==> src/design/fre_pkg.sv <==
// ----------------------------------------------------------------------------
// fre_pkg: shared constants and types for the exact float remainder
// Format constants, pipeline word layout and derived widths.
// ----------------------------------------------------------------------------
package fre_pkg;

    localparam int MANT_BITS = 40;
    localparam int EXP_SPAN  = 128;
    localparam int EXP_W     = $clog2(EXP_SPAN);
    localparam int NSTEP     = MANT_BITS + EXP_SPAN - 1;
    localparam int CNT_W     = $clog2(NSTEP + 1);
    localparam int LZ_W      = $clog2(MANT_BITS + 1);
    localparam int DIV_W     = MANT_BITS + 1;

    // word carried through the compare-subtract chain
    typedef struct packed {
        logic                    valid;
        logic                    sign;
        logic                    zero;   // result forced to zero
        logic                    dom;    // zero divisor
        logic signed [EXP_W-1:0] re;
        logic [CNT_W-1:0]        cnt;    // steps still to run
        logic [MANT_BITS-1:0]    q;      // dividend bits, MSB next
        logic [DIV_W-1:0]        d;      // aligned divisor
        logic [DIV_W-1:0]        r;      // partial remainder
    } t_stage;

    // word between the two normalise stages
    typedef struct packed {
        logic                    valid;
        logic                    sign;
        logic                    zero;
        logic                    dom;
        logic signed [EXP_W-1:0] re;
        logic [LZ_W-1:0]         sh;
        logic [MANT_BITS-1:0]    m;
    } t_norm;

endpackage

==> src/design/fre_norm.sv <==
// ----------------------------------------------------------------------------
// fre_norm: renormalise
// Leading-zero count with exponent floor, then shift and output register.
// ----------------------------------------------------------------------------
module fre_norm (
    input  logic                              i_clk,
    input  logic                              i_rst_n,
    input  fre_pkg::t_stage                   i_stage,
    output logic                              o_done,
    output logic                              o_r_sign,
    output logic signed [fre_pkg::EXP_W-1:0]  o_r_exp,
    output logic [fre_pkg::MANT_BITS-1:0]     o_r_mant,
    output logic                              o_domain_error
);
    localparam int MB = fre_pkg::MANT_BITS;
    localparam int EW = fre_pkg::EXP_W;
    localparam int LW = fre_pkg::LZ_W;
    localparam int CW = LW + EW;

    fre_pkg::t_norm       r_nrm, n_nrm;
    logic [MB-1:0]        m;
    logic [LW-1:0]        lz;
    logic [EW-1:0]        lim;
    logic                 zr;
    logic                 r_done, r_sign, r_dom;
    logic signed [EW-1:0] r_exp;
    logic [MB-1:0]        r_mant;
    logic signed [EW:0]   exp_sh;

    // stage 1: shift amount, limited so the exponent stays at or above the floor
    always_comb begin
        m   = i_stage.r[MB-1:0];
        lz  = LW'(MB);
        for (int i = 0; i < MB; i++) begin
            if (m[i]) begin
                lz = LW'(MB - 1 - i);
            end
        end
        lim = {~i_stage.re[EW-1], i_stage.re[EW-2:0]};
        zr  = i_stage.zero || (m == '0);

        n_nrm       = '0;
        n_nrm.valid = i_stage.valid;
        n_nrm.sign  = i_stage.sign;
        n_nrm.zero  = zr;
        n_nrm.dom   = i_stage.dom;
        n_nrm.re    = i_stage.re;
        n_nrm.m     = m;
        n_nrm.sh    = (CW'(lz) <= CW'(lim)) ? lz : LW'(lim);
    end

    always_ff @(posedge i_clk) begin
        if (!i_rst_n) begin
            r_nrm.valid <= 1'b0;
        end else begin
            r_nrm <= n_nrm;
        end
    end

    // stage 2: shift and output register
    assign exp_sh = (EW+1)'(r_nrm.re) - (EW+1)'($signed({1'b0, r_nrm.sh}));

    always_ff @(posedge i_clk) begin
        if (!i_rst_n) begin
            r_done <= 1'b0;
        end else begin
            r_done <= r_nrm.valid;
        end
        r_dom  <= r_nrm.dom;
        if (r_nrm.zero) begin
            r_sign <= 1'b0;
            r_exp  <= '0;
            r_mant <= '0;
        end else begin
            r_sign <= r_nrm.sign;
            r_exp  <= exp_sh[EW-1:0];
            r_mant <= r_nrm.m << r_nrm.sh;
        end
    end

    assign o_done         = r_done;
    assign o_r_sign       = r_sign;
    assign o_r_exp        = r_exp;
    assign o_r_mant       = r_mant;
    assign o_domain_error = r_dom;

endmodule
==> config.mk <==
export PLATFORM = sky130hd
export DESIGN_NAME = fre_norm
export DESIGN_NICKNAME = d
export VERILOG_FILES = /design/src/design/fre_pkg.sv /design/src/design/fre_norm.sv
export SDC_FILE = /design/constraint.sdc
export NUM_CORES = 1
export LEC_CHECK = 0
export BUFFER_PORTS_ARGS = -buffer_cell sky130_fd_sc_hd__buf_2
export CAP_MARGIN = 20
export CORE_MARGIN = 1
export CORE_UTILIZATION = 55
export DETAILED_ROUTE_END_ITERATION = 8
export PLACE_DENSITY_LB_ADDON = 0.1
export SLEW_MARGIN = 5
export SYNTH_ARGS = -nofsm -noshare
export SYNTH_HDL_FRONTEND = slang
export SYNTH_SLANG_ARGS = --single-unit
==> constraint.sdc <==
create_clock -name i_clk -period 5.6 [get_ports i_clk]
set_input_delay 0.28 -clock i_clk [delete_from_list [all_inputs] [get_ports i_clk]]
set_output_delay 0.28 -clock i_clk [all_outputs]
set_load 0.01 [all_outputs]
[Word-level counts from Yosys, hierarchy flattened]
Cells that the tools add are included.
Storage, ports and cells
  flip-flop bits (word level): 107
  input bits: 143
  word-level logic and storage cells: 59
Operators by class
  add/sub/neg operators: 1
  order comparisons: 1
  shift operators: 1
  multiplexer cells: 41
  bitwise gates (word level): 1
  reductions and logical operators: 2
Operators by type and width (number)
  $mux 6: 40
  $logic_not 40->1: 1
  $shl 40x6->40: 1
  $le 6x7->1: 1
  $sub 7x7->7: 1
  $mux 4: 1
  $logic_or 1x1->1: 1
  $not 1->1: 1

[Logic depth before layout (Yosys ltp)]
  word-level depth: 42
  depth in mapped cells: 12

[Least setup slack after synthesis]
No wires, ideal clock.
  path kind: input -> register
  start: input i_stage[2] in the netlist's numbering
  end: register r_nrm[41] in the netlist's numbering, data pin
  library setup time: 0.260 ns
  data arrival time: 2.506 ns
  required time: 5.340 ns
  slack: 2.834 ns
  cell stages on the path: 9
  path through: o31a_1 o41ai_1 a21oi_1 a2111oi_2 ha_1 nand4_1 o21ai_0 a211oi_2 mux2_2
RTL lines
  start: declaration: RTL line fre_norm.sv:8  | input fre_pkg::t_stage i_stage,
  end signal: assignment: RTL line fre_norm.sv:56  | r_nrm <= n_nrm;
  end: declaration: RTL line fre_norm.sv:20  | fre_pkg::t_norm r_nrm, n_nrm;

==> results.md <==
- Total Routed Length: between 10000 and 15000 um
- Vertical extent of the die: ~110 um
- Tmin final: about 3.2 ns
- Top_reg_cell synth: edfxtp_1
- Post-CTS sizing: 0
- # Max-Cap Violations: 0
- Final number of max-transition violations: 0
- Critical path data arrival time: about 3.3 ns
- Post-synthesis cell type with the largest combined area: edfxtp_1
- Average via count per standard cell: slightly below 6
- Number of core rows: 37
- Leakage power figure: between 2 and 3 nW
- CP bufs+invs: 1
- Placed Instance Area: about 6400 um2
- Final worst hold slack: approximately 0.077 ns
- Global-route usage over all layers: 0.244
- Chain of cells forming the critical path: buf_2, nor4_1, a21oi_1, o21ai_0, nand2_1, a31oi_1, ha_1, nand4_1, o21ai_0, a211oi_2, mux2_2
- Wire length of the first global-routing pass: 21200 um
- Setup TNS: 0 ns
- Number of iterations in the first detailed-routing pass: 5
- Vias in the first global route: about 4200
- I/O pin count: just under 200
- Clk buf depth: 2
- Max-slew headroom: 0.377
- Maximum cell stage delay along the critical path: slightly below 0.7 ns
- Synthesis-stage register bit count: 107
- Number of buffers inserted by hold repair at cts: 0
- Most frequent cells after synthesis: 63 x nor2_1, 56 x edfxtp_1, 52 x mux2i_1, 51 x dfxtp_1, 45 x nand2_1
- Unique cell type count in the Yosys netlist: 60
- Root cell of the clock tree: clkbuf_8
- Sort of element at the start of the critical path: input port
- Post-route ant nets: 0
- Effective utilization at floorplan: 0.570
- Worst setup EP type: flip-flop
- RD Place Congestion: between 0.8 and 0.9
- Filler cells: ~900
- Die extent in x: 106 um
- Worst Setup SP: i_stage[4]
- Footprint of the multi-input gates: between 2000 and 3000 um2
- Share of the cycle needed by the critical path after routing: 0.569
- Pin count of the biggest net entering global routing: about 60
- Clock tree from TritonCTS: built
- Net count reported at finish: ~800
- Final design instance area without fill: 6690 um2
- TritonCTS Buffers: 9
- Number of enable flip-flop cells after synthesis: 56
- Reg2Reg Setup Slack: around 2.7 ns
- Unrepaired setup endpoints after global routing: no
- Final routed DRC violation total: 0
- Share of flip-flops with an asynchronous set or reset: 0
- Vias after detailed routing: between 4000 and 5000
- Seq. cell area: ~2700 um2
- Clock network latency to the later pin of the worst-skew pair: 0.37 ns
- Transition time of the tightest slew-check pin: slightly above 0.9 ns
- Total design power: about 1.9 mW
- Peak VDD IR: around 0.13 mV
- Startpoint of the most critical register-to-register path: r_nrm[40]
- Number of port buffers: a little over 100
- Post-synth net total: between 700 and 800
- Wirelength per Cell: between 15 and 20 um
- Ranking of synthesized cells by area: edfxtp_1 28%, dfxtp_1 17%, mux2i_1 8.8%
- Setup CP Type: in -> reg
- Number of levels in the clock H-tree: 3
- Data required time of the critical path: 5.72 ns
- Synth Instances: between 500 and 600
- Syn. warnings: 0
- P per Cell Area: 277 nW/um2
- Clock sinks: between 100 and 150
- Clk_skew: 0.0114 ns
- Die Footprint: ~11000 um2
- Hold path startpoint: i_stage[137]
- Ant diodes: 0
- CP delay by family, top: compound AO/OA/AOI/OAI gates
- Slowest stage cell, crit path: nor4_1
- Initial antenna violation count: 0
- Critical path fanouts, max: 7
- P&R area growth vs syn: 13.2%
- Average cell area after synthesis: 10.6 um2
- Share of cells above drive strength 1: 0.261
- Sum of net half-perimeters after detailed placement: between 10000 and 15000 um
- Post-CTS Setup Bufs: 0
- Most frequently used cell type in the post-synthesis netlist: nor2_1
- Area of the core: roughly 10000 um2
- Clock slew at reported path FFs: ~0.10 ns
- Hold Fails Final Rpt: 0
- Max frequency: approximately 310 MHz
- Number of DRC markers after the initial detailed-route iteration: 372
- Status: finished, final reports clean
- Setup-violating endpoint count in the final report: 0
- Fraction of synthesized cell area taken by the top area cell type: 0.284
- Netlist area before placement: approximately 6000 um2
- Share of synthesized area occupied by flip-flops and latches: 0.457
- Most frequent cell on the critical path: o21ai_0
- Class of the tightest hold or removal check: in -> reg
- Grt total ovfl: 0
layer usage:
| layer | global-route usage | wire length (um) | vias up |
|---|---|---|---|
| met1 | 0.350 | 6300 | 2123 |
| met5 | 0 | 0 | - |
| met3 | 0.0309 | 787 | 26 |
| li1 | - | - | 2274 |
| met4 | 0.104 | 342 | 0 |
| met2 | 0.372 | 5970 | 196 |
kinds of logic after synthesis:
| family | after synthesis | share of synthesized area |
|---|---|---|
| buffers and inverters | 55 | 0.0455 |
| adder cells (fa/ha/maj) | 13 | 0.0288 |
| XOR/XNOR | 2 | 0.00296 |
| AO/OA/AOI/OAI | 120 | 0.134 |
| AND/OR/NAND/NOR | 168 | 0.129 |
| flip-flops | 107 | 0.457 |
| multiplexers | 95 | 0.203 |
sequential cells by signal, summed over array words and instances (netlist names):
name,flops
o_r_exp,7
o_domain_error,1
o_done,1
o_r_sign,1
r_nrm,57
o_r_mant,40
layout by cell type (no fill, tap or decap), types with 4 or more instances in the layout:
cell type,synthesis,layout
nor2_1,63,63
dfxtp_1,51,51
a21oi_1,26,26
mux2i_1,52,52
nand2b_1,5,5
nand3_1,10,10
nand2_1,45,45
edfxtp_1,56,56
buf_2,10,102
and2_1,4,4
inv_1,22,22
buf_4,1,4
a221oi_1,4,4
o21ai_0,25,25
clkbuf_8,0,11
a22oi_1,11,11
o22ai_1,13,13
o211ai_1,5,5
nor4_1,12,12
nor2b_1,9,9
ha_1,12,12
mux2_2,26,26
mux4_2,13,13
nor3_1,10,10
path summary, 6_finish.rpt:
check / end / cells past startpoint
hold reg to reg: o_domain_error / 0
setup reg to reg: o_r_mant[38] / 7
setup / recovery: r_nrm[44] / 11
hold / removal: r_nrm[53] / 1
power breakdown:
part,internal (mW),switching (mW)
registers,0.888,0.0392
clock network,0.241,0.247
logic,0.193,0.248
through the flow:
step | instances | utilization | setup slack (ns)
global placement | 771 | 0.621 | 2.16
floorplan | 560 | - | 2.83
CTS | 787 | 0.642 | 2.36
finish | 788 | 0.645 | 2.41
global route | 788 | 0.645 | 2.21
detailed placement | 771 | 0.621 | 2.12
worst reg2reg max path, stage by stage, from the launching register on:
cell and delay [ns]:
edfxtp_1 0.98, buf_4 0.41, mux4_1 0.65, mux2i_1 0.31
nand2_1 0.09, o21ai_1 0.13, o22a_1 0.16, a21oi_1 0.07
cell type report:
class | instances | share of cell area
multi-input cells | 398 | 0.439
inverters | 24 | 0.0135
well taps | 136 | 0.0254
clock inverters | 2 | 0.00206
repair buffers | 107 | 0.0849
flip-flops and latches | 107 | 0.404
clock buffers | 14 | 0.0307
No activity file was read; power rests on OpenSTA's default activity.
